===== src/rtl/core/lslb_pkg.sv =====
// shared types, constants and helpers of the link status led blinker
`default_nettype none

package lslb_pkg;

    // width of the elapsed-time counters
    localparam int COUNTER_BITS = 16;
    // width of the configuration registers and the write data
    localparam int CFG_BITS     = 16;
    localparam int TOGGLE_BITS  = 4;
    localparam int CFG_IDX_BITS = 3;
    // compares run at the wider of counter and register width
    localparam int CMP_BITS     = (COUNTER_BITS > CFG_BITS) ? COUNTER_BITS : CFG_BITS;

    typedef logic [COUNTER_BITS-1:0] t_cnt;
    typedef logic [CMP_BITS-1:0]     t_cmp;
    typedef logic [CFG_IDX_BITS-1:0] t_cfg_idx;

    localparam t_cnt CNT_MAX = '1;

    // colour codes, also the led slot of each colour
    localparam logic [1:0] COLOUR_GREEN = 2'd0;
    localparam logic [1:0] COLOUR_BLUE  = 2'd1;
    localparam logic [1:0] COLOUR_RED   = 2'd2;

    // register indexes
    localparam t_cfg_idx REG_FRESH_WINDOW  = 3'd0;
    localparam t_cfg_idx REG_LOST_TIMEOUT  = 3'd1;
    localparam t_cfg_idx REG_BURST_PERIOD  = 3'd2;
    localparam t_cfg_idx REG_BURST_PAUSE   = 3'd3;
    localparam t_cfg_idx REG_BURST_TOGGLES = 3'd4;
    localparam t_cfg_idx REG_RAPID_PERIOD  = 3'd5;

    // register reset values
    localparam logic [CFG_BITS-1:0]    RST_FRESH_WINDOW  = 16'd500;
    localparam logic [CFG_BITS-1:0]    RST_LOST_TIMEOUT  = 16'd5000;
    localparam logic [CFG_BITS-1:0]    RST_BURST_PERIOD  = 16'd100;
    localparam logic [CFG_BITS-1:0]    RST_BURST_PAUSE   = 16'd1000;
    localparam logic [TOGGLE_BITS-1:0] RST_BURST_TOGGLES = 4'd6;
    localparam logic [CFG_BITS-1:0]    RST_RAPID_PERIOD  = 16'd50;

    typedef struct packed {
        logic [CFG_BITS-1:0]    fresh_window;
        logic [CFG_BITS-1:0]    lost_timeout;
        logic [CFG_BITS-1:0]    burst_period;
        logic [CFG_BITS-1:0]    burst_pause;
        logic [TOGGLE_BITS-1:0] burst_toggles;
        logic [CFG_BITS-1:0]    rapid_period;
    } t_cfg;

    typedef struct packed {
        logic packet_received;
        logic dropped_update;
        logic dropped_value;
        logic link_enabled;
    } t_in;

    typedef struct packed {
        logic       green_led;
        logic       red_led;
        logic       blue_led;
        logic [1:0] active_colour;
    } t_out;

    // drive the led slot of the given colour
    function automatic logic [2:0] set_led(input logic [2:0] leds, input logic [1:0] col,
                                           input logic lvl);
        logic [2:0] res;
        res = leds;
        case (col)
            COLOUR_GREEN: res[COLOUR_GREEN] = lvl;
            COLOUR_BLUE:  res[COLOUR_BLUE]  = lvl;
            COLOUR_RED:   res[COLOUR_RED]   = lvl;
            default:      res = leds;
        endcase
        return res;
    endfunction

    // saturating increment of an elapsed counter
    function automatic t_cnt sat_inc(input t_cnt c);
        return (c == CNT_MAX) ? c : c + 1'b1;
    endfunction

endpackage

`default_nettype wire


===== src/rtl/core/lslb_cfg_regs.sv =====
// configuration register bank of the link status led blinker
`default_nettype none

module lslb_cfg_regs (
    input  wire logic                         i_clk,
    input  wire logic                         i_rst_n,
    input  wire logic                         i_cfg_we,
    input  wire lslb_pkg::t_cfg_idx           i_cfg_idx,
    input  wire logic [lslb_pkg::CFG_BITS-1:0] i_cfg_data,
    output lslb_pkg::t_cfg                    o_cfg
);

    lslb_pkg::t_cfg r_cfg;

    // register writes, unknown indexes are dropped
    always_ff @(posedge i_clk) begin
        if (!i_rst_n) begin
            r_cfg.fresh_window  <= lslb_pkg::RST_FRESH_WINDOW;
            r_cfg.lost_timeout  <= lslb_pkg::RST_LOST_TIMEOUT;
            r_cfg.burst_period  <= lslb_pkg::RST_BURST_PERIOD;
            r_cfg.burst_pause   <= lslb_pkg::RST_BURST_PAUSE;
            r_cfg.burst_toggles <= lslb_pkg::RST_BURST_TOGGLES;
            r_cfg.rapid_period  <= lslb_pkg::RST_RAPID_PERIOD;
        end else if (i_cfg_we) begin
            unique case (i_cfg_idx)
                lslb_pkg::REG_FRESH_WINDOW:  r_cfg.fresh_window <= i_cfg_data;
                lslb_pkg::REG_LOST_TIMEOUT:  r_cfg.lost_timeout <= i_cfg_data;
                lslb_pkg::REG_BURST_PERIOD:  r_cfg.burst_period <= i_cfg_data;
                lslb_pkg::REG_BURST_PAUSE:   r_cfg.burst_pause  <= i_cfg_data;
                lslb_pkg::REG_BURST_TOGGLES: begin
                    r_cfg.burst_toggles <= i_cfg_data[lslb_pkg::TOGGLE_BITS-1:0];
                end
                lslb_pkg::REG_RAPID_PERIOD:  r_cfg.rapid_period <= i_cfg_data;
                default: ;
            endcase
        end
    end

    assign o_cfg = r_cfg;

endmodule

`default_nettype wire


===== src/rtl/core/lslb_core.sv =====
// blink state and its per-tick update
`default_nettype none

module lslb_core (
    input  wire logic           i_clk,
    input  wire logic           i_rst_n,
    input  wire logic           i_step,
    input  wire lslb_pkg::t_in  i_tick,
    input  wire lslb_pkg::t_cfg i_cfg,
    output lslb_pkg::t_out      o_result
);

    lslb_pkg::t_cnt r_since_rx, n_since_rx;
    lslb_pkg::t_cnt r_since_burst, n_since_burst;
    lslb_pkg::t_cnt r_since_rapid, n_since_rapid;
    logic [lslb_pkg::TOGGLE_BITS-1:0] r_toggle_cnt, n_toggle_cnt;
    logic       r_burst_lvl, n_burst_lvl;
    logic       r_rapid_lvl, n_rapid_lvl;
    logic       r_dropped, n_dropped;
    logic [1:0] r_colour, n_colour;
    logic [2:0] r_leds, n_leds;

    lslb_pkg::t_cnt adv_since_burst;
    lslb_pkg::t_cnt adv_since_rapid;
    logic [1:0] link_colour;
    logic       is_fresh;
    logic       is_lost;
    logic       do_burst;
    logic       do_rapid;

    // counters advance, then packet and dropped report apply
    always_comb begin
        n_since_rx      = lslb_pkg::sat_inc(r_since_rx);
        adv_since_burst = lslb_pkg::sat_inc(r_since_burst);
        adv_since_rapid = lslb_pkg::sat_inc(r_since_rapid);
        if (i_tick.packet_received) begin
            n_since_rx = '0;
        end
        n_dropped = i_tick.dropped_update ? i_tick.dropped_value : r_dropped;
    end

    // link band
    assign link_colour = n_dropped ? lslb_pkg::COLOUR_BLUE : lslb_pkg::COLOUR_GREEN;
    assign is_fresh = lslb_pkg::t_cmp'(n_since_rx) < lslb_pkg::t_cmp'(i_cfg.fresh_window);
    assign is_lost  = lslb_pkg::t_cmp'(n_since_rx) > lslb_pkg::t_cmp'(i_cfg.lost_timeout);

    // colour choice, forced-off leds, then burst or rapid pattern
    always_comb begin
        n_colour      = r_colour;
        n_leds        = r_leds;
        n_toggle_cnt  = r_toggle_cnt;
        n_burst_lvl   = r_burst_lvl;
        n_rapid_lvl   = r_rapid_lvl;
        n_since_burst = adv_since_burst;
        n_since_rapid = adv_since_rapid;
        do_burst      = 1'b0;
        do_rapid      = 1'b0;
        if (i_tick.link_enabled) begin
            if (is_fresh) begin
                n_colour = link_colour;
                n_leds[lslb_pkg::COLOUR_RED] = 1'b0;
                if (n_dropped) begin
                    n_leds[lslb_pkg::COLOUR_GREEN] = 1'b0;
                end else begin
                    n_leds[lslb_pkg::COLOUR_BLUE] = 1'b0;
                end
                do_burst = 1'b1;
            end else if (is_lost) begin
                n_leds[lslb_pkg::COLOUR_GREEN] = 1'b0;
                n_leds[lslb_pkg::COLOUR_BLUE]  = 1'b0;
                n_colour = lslb_pkg::COLOUR_RED;
                do_burst = 1'b1;
            end else begin
                n_colour = link_colour;
                do_rapid = 1'b1;
            end
        end else begin
            n_colour = lslb_pkg::COLOUR_RED;
            do_burst = 1'b1;
        end

        // burst: toggles up to the count, then a pause
        if (do_burst) begin
            if (r_toggle_cnt < i_cfg.burst_toggles) begin
                if (lslb_pkg::t_cmp'(adv_since_burst) > lslb_pkg::t_cmp'(i_cfg.burst_period)) begin
                    n_burst_lvl   = ~r_burst_lvl;
                    n_toggle_cnt  = r_toggle_cnt + 1'b1;
                    n_leds        = lslb_pkg::set_led(n_leds, n_colour, n_burst_lvl);
                    n_since_burst = '0;
                end
            end else if (lslb_pkg::t_cmp'(adv_since_burst) >
                         lslb_pkg::t_cmp'(i_cfg.burst_pause)) begin
                n_toggle_cnt = '0;
                n_leds       = lslb_pkg::set_led(n_leds, n_colour, 1'b0);
            end
        end

        // rapid toggling in the band between fresh and lost
        if (do_rapid) begin
            if (lslb_pkg::t_cmp'(adv_since_rapid) > lslb_pkg::t_cmp'(i_cfg.rapid_period)) begin
                n_rapid_lvl   = ~r_rapid_lvl;
                n_leds        = lslb_pkg::set_led(n_leds, n_colour, n_rapid_lvl);
                n_since_rapid = '0;
            end
        end
    end

    // state update on each tick
    always_ff @(posedge i_clk) begin
        if (!i_rst_n) begin
            r_since_rx    <= '0;
            r_since_burst <= '0;
            r_since_rapid <= '0;
            r_toggle_cnt  <= '0;
            r_burst_lvl   <= 1'b0;
            r_rapid_lvl   <= 1'b0;
            r_dropped     <= 1'b0;
            r_colour      <= lslb_pkg::COLOUR_RED;
            r_leds        <= '0;
        end else if (i_step) begin
            r_since_rx    <= n_since_rx;
            r_since_burst <= n_since_burst;
            r_since_rapid <= n_since_rapid;
            r_toggle_cnt  <= n_toggle_cnt;
            r_burst_lvl   <= n_burst_lvl;
            r_rapid_lvl   <= n_rapid_lvl;
            r_dropped     <= n_dropped;
            r_colour      <= n_colour;
            r_leds        <= n_leds;
        end
    end

    // result of this tick, taken after the update
    always_comb begin
        o_result.green_led     = n_leds[lslb_pkg::COLOUR_GREEN];
        o_result.red_led       = n_leds[lslb_pkg::COLOUR_RED];
        o_result.blue_led      = n_leds[lslb_pkg::COLOUR_BLUE];
        o_result.active_colour = n_colour;
    end

endmodule

`default_nettype wire


===== src/rtl/core/link_status_led_blinker_top.sv =====
// Link status LED blinker. One request is one millisecond tick and gives one result with the
// green, red and blue LED levels and the active colour. A request is taken into an input
// register; from there the blink state is updated by single-level compare and counter logic
// and the result is written to the output register, so a new request is taken every cycle
// while results are taken. The output register alone stalls the flow: if it holds an untaken
// result, one more request waits in the input register. Configuration writes are taken at
// any time and act from the next tick on; they are meant for periods when no tick is in
// flight.
`default_nettype none

module link_status_led_blinker_top (
    input  wire logic                          i_clk,
    input  wire logic                          i_rst_n,
    input  wire logic                          i_in_valid,
    output logic                               o_in_ready,
    input  wire lslb_pkg::t_in                 i_in_data,
    output logic                               o_out_valid,
    input  wire logic                          i_out_ready,
    output lslb_pkg::t_out                     o_out_data,
    input  wire logic                          i_cfg_we,
    input  wire lslb_pkg::t_cfg_idx            i_cfg_idx,
    input  wire logic [lslb_pkg::CFG_BITS-1:0] i_cfg_data
);

    lslb_pkg::t_cfg cfg;
    lslb_pkg::t_out result;
    lslb_pkg::t_in  r_in_data;
    lslb_pkg::t_out r_out_data;
    logic           r_in_valid;
    logic           r_out_valid;
    logic           advance;
    logic           in_accept;

    // handshake control
    assign advance    = r_in_valid && (!r_out_valid || i_out_ready);
    assign o_in_ready = i_rst_n && (!r_in_valid || advance);
    assign in_accept  = i_in_valid && o_in_ready;

    lslb_cfg_regs u_cfg (
        .i_clk      (i_clk),
        .i_rst_n    (i_rst_n),
        .i_cfg_we   (i_cfg_we),
        .i_cfg_idx  (i_cfg_idx),
        .i_cfg_data (i_cfg_data),
        .o_cfg      (cfg)
    );

    lslb_core u_core (
        .i_clk    (i_clk),
        .i_rst_n  (i_rst_n),
        .i_step   (advance),
        .i_tick   (r_in_data),
        .i_cfg    (cfg),
        .o_result (result)
    );

    // input register
    always_ff @(posedge i_clk) begin
        if (!i_rst_n) begin
            r_in_valid <= 1'b0;
        end else if (in_accept) begin
            r_in_valid <= 1'b1;
        end else if (advance) begin
            r_in_valid <= 1'b0;
        end
    end

    always_ff @(posedge i_clk) begin
        if (in_accept) begin
            r_in_data <= i_in_data;
        end
    end

    // output register
    always_ff @(posedge i_clk) begin
        if (!i_rst_n) begin
            r_out_valid <= 1'b0;
        end else if (advance) begin
            r_out_valid <= 1'b1;
        end else if (i_out_ready) begin
            r_out_valid <= 1'b0;
        end
    end

    always_ff @(posedge i_clk) begin
        if (advance) begin
            r_out_data <= result;
        end
    end

    assign o_out_valid = r_out_valid;
    assign o_out_data  = r_out_data;

endmodule

`default_nettype wire


===== config.mk =====
export PLATFORM = sky130hd
export DESIGN_NAME = link_status_led_blinker_top
export DESIGN_NICKNAME = d
export VERILOG_FILES = /design/src/rtl/core/lslb_pkg.sv /design/src/rtl/core/lslb_cfg_regs.sv /design/src/rtl/core/lslb_core.sv /design/src/rtl/core/link_status_led_blinker_top.sv
export SDC_FILE = /design/constraint.sdc
export NUM_CORES = 1
export LEC_CHECK = 0
export ABC_CLOCK_PERIOD_IN_PS = 6900
export BUFFER_PORTS_ARGS = -buffer_cell sky130_fd_sc_hd__buf_2
export CAP_MARGIN = 0
export CORE_UTILIZATION = 40
export CTS_BUF_LIST = sky130_fd_sc_hd__clkbuf_8
export DETAILED_ROUTE_END_ITERATION = 12
export PLACE_DENSITY = 0.59
export SETUP_SLACK_MARGIN = 0.3
export SLEW_MARGIN = 20
export SYNTH_ARGS = -nofsm -noshare
export SYNTH_HDL_FRONTEND = slang
export SYNTH_SLANG_ARGS = --single-unit

===== constraint.sdc =====
create_clock -name i_clk -period 6.9 [get_ports i_clk]
set_input_delay 0.345 -clock i_clk [delete_from_list [all_inputs] [get_ports i_clk]]
set_output_delay 0.345 -clock i_clk [all_outputs]
set_load 0.03 [all_outputs]

==> results.py <==
metrics = {
    "place": {
        "dp_hpwl_microns": 16000,
        "dp.cells": 1398,
        "place.gp.congestion": 0.811,
        "port_buffers": 34,
    },
    "routing": {
        "post-route-drc-count": 0,
        "routed_wl_microns": 22400,
        "drtIter0Drc": 411,
        "routedWlPerCell_microns": 15.7,
        "vias_per_cell": 5.26,
        "vias": 7515,
        "ant_nets": 0,
        "dr.pass1.iters": 5,
    },
    "floorplan": {
        "core_area_sq_um": 22000,
        "row_count": 54,
        "start_util": 0.411,
        "die-area_sq_um": 23200,
        "fp.dieH_microns": 152,
        "num_io_pins": 35,
        "die_x_microns": 152,
    },
    "cts": {
        "clock-sinks": 153,
        "clkTransAtPathRegs_ps": 90,
        "clockRootBuffer": "clkbuf_8",
        "hold_buffers": 0,
        "htree_levels": 4,
        "clk_path_buf_depth": 2,
        "cts_made_buffers": 17,
        "cts_tree": "done",
        "post-cts-setup-buffers": 0,
        "clk_latency_ps": 470,
        "ctsResizeCount": 0,
    },
    "power_and_ir_drop": {
        "ir_drop_v": 0.000110,
        "powerDensity_nw_per_um2": 173,
        "p_leak_nw": 3.86,
    },
    "hold_path": {
        "whs_path_depth": 1,
        "min_path_type": "in2reg",
    },
    "sta": {
        "maxSlewHeadroom": 0.471,
        "fmax_ghz": 0.185,
        "period_minus_slack_ps": 5400,
        "rsz0062_at_grt": "false",
        "worstMarginPinSlew_ps": 794,
        "slew_violations": 0,
        "finalSetupViolations": 0,
        "hold_violations": 0,
        "fin_crit_sh": 0.783,
        "final.setup.tns_ps": 0,
        "skew_ps": 23.5,
    },
    "outcome": {
        "outcome": "complete, no violations",
    },
    "global_route": {
        "grt_start_max_net_pins": 122,
        "antenna_found_initial": 0,
        "grt_pass1_wl_microns": 36800,
        "grt_usage": 0.200,
        "gr-total-overflow": 0,
        "grt_pass1_vias": 7039,
    },
    "setup_path": {
        "worstPathMaxFanout": 18,
        "cp_data_arrival_time_ps": 5760,
        "path_class": "reg2reg",
        "critPathRequiredTime_ps": 7270,
        "cp-start-kind": "register",
        "reg2reg_depth": 18,
        "endpoint_kind": "register",
    },
    "yosys": {
        "ys.flop_type": "dfxtp_1",
        "synth_seq_cells": 153,
        "async_flop_share": 0,
        "yosys_warnings": 0,
        "syn_avg_cell_area_sq_um": 8.07,
        "synth-seq-area-share": 0.348,
        "synth_edf_count": 9,
        "yosys.cell_types.count": 56,
        "synth_area_sq_um": 9050,
        "syn_inst": 1122,
        "syn-num-nets": 1236,
    },
    "layout": {
        "final_nets": 1251,
        "area_growth_pct": 8.66,
        "fillerInstances": 2241,
        "area.sequential_sq_um": 3150,
        "drive_above_1_share": 0.0791,
        "final_cells": 1430,
        "diodes": 0,
        "multi_input_area_sq_um": 5390,
    },
    "flow_run": {
        "maxCapViolCount": 0,
    },
}
sequential cells by signal, summed over array words and instances, names as in the netlist:
name	cells
u_core.r_since_rx	16
u_core.r_rapid_lvl	1
u_core.r_since_burst	16
u_core.r_leds	3
r_in_valid	1
u_core.r_dropped	1
u_core.r_toggle_cnt	4
o_out_valid	1
u_core.r_burst_lvl	1
r_in_data	4
u_core.r_since_rapid	16
u_cfg.o_cfg	84
o_out_data	5
per-stage QoR:
stage	total power [W]	setup WS (ps)	utilization	hold slack, ps	instance area (sq um)
after floorplan	0.00102	2560	-	439	9050
after global placement	0.00108	1600	0.430	454	9470
after detailed placement	0.00108	1610	0.430	459	9470
after CTS	0.00172	1530	0.447	32.9	9840
after global routing	0.00178	988	0.447	22.5	9840
final	0.00170	1500	0.447	55.2	9840
layout by cell type (no fill, tap or decap), drive strengths merged, types with 14 or more instances in the layout:
cell    synthesis  routed
a21o           16      16
o211ai         34      34
o21ai          43      43
xnor2          26      26
dfxtp         144     144
nand4          27      27
nand2         231     231
inv            89      96
clkbuf         42      18
nor2           53      53
ha             86      86
and2           17      17
nand3          14      14
buf             5      43
a21boi         95      95
a21oi          35      35
nor2b          26      26
power by group:
part / total (W) / internal [W] / leakage, nW / switching, W
clock: 0.000648 / 0.000267 / 0.181 / 0.000381
sequential: 0.000920 / 0.000910 / 1.25 / 0.0000108
combinational: 0.000135 / 0.0000467 / 2.42 / 0.0000883
layer usage:
metal	routed length (microns)	global-route usage	part of all wire
met2	10100	0.321	0.45
met5	0	0	0
met3	865	0.0387	0.039
met1	11300	0.276	0.51
met4	151	0.0443	0.0067
area by class of cell:
cell class / instances / share of cell area
Clock buffer: 18 / 0.0252
Sequential cell: 153 / 0.320
Inverter: 90 / 0.0343
Tap cell: 280 / 0.0356
Timing Repair Buffer: 43 / 0.0248
Multi-Input combinational cell: 832 / 0.548
Clock inverter: 14 / 0.0116
critical path, stage by stage, from the launching register on:
cell      delay (ps)
dfxtp_1          400
ha_1             220
nand3_1          170
or4_4            570
and4_1           260
and2_1           200
nand2_1           80
xor2_1           150
nor2_1            90
ha_1             340
a21o_1           190
a221o_1          320
a221oi_1         480
o21ai_0          350
o211ai_4         390
and2_1           560
nor2_2           220
a22oi_1          240
nor2b_1           60
final timing paths:
path | start | endpoint | slack, ps
worst max-delay path | u_core.r_since_rx[0] | u_core.r_since_burst[2] | 1500
worst min-delay path | i_in_data[2] | r_in_data[2] | 60
worst min register to register | u_cfg.o_cfg[80] | u_cfg.o_cfg[80] | 470
worst max register to register | u_core.r_since_rx[0] | u_core.r_since_burst[2] | 1500
synthesized netlist by cell type, drive strengths merged (27+ instances only):
cell | instances | share of area
inv | 89 | 0.037
a21oi | 35 | 0.019
nor2 | 53 | 0.023
a21boi | 95 | 0.079
ha | 86 | 0.12
clkbuf | 42 | 0.017
dfxtp | 144 | 0.32
o211ai | 34 | 0.030
o21ai | 43 | 0.024
nand2 | 231 | 0.096
nand4 | 27 | 0.019
cell families after synthesis:
| logic type | share of synthesized area |
|---|---|
| AOI/OAI and AO/OA | 0.204 |
| and+or+nand+nor | 0.223 |
| adders and majority gates | 0.119 |
| muxes | 0.0129 |
| DFF | 0.348 |
| buffers and inverters | 0.0576 |
| xor gates and xnor gates | 0.0358 |
Note: power is estimated with default switching activity, not from simulation.
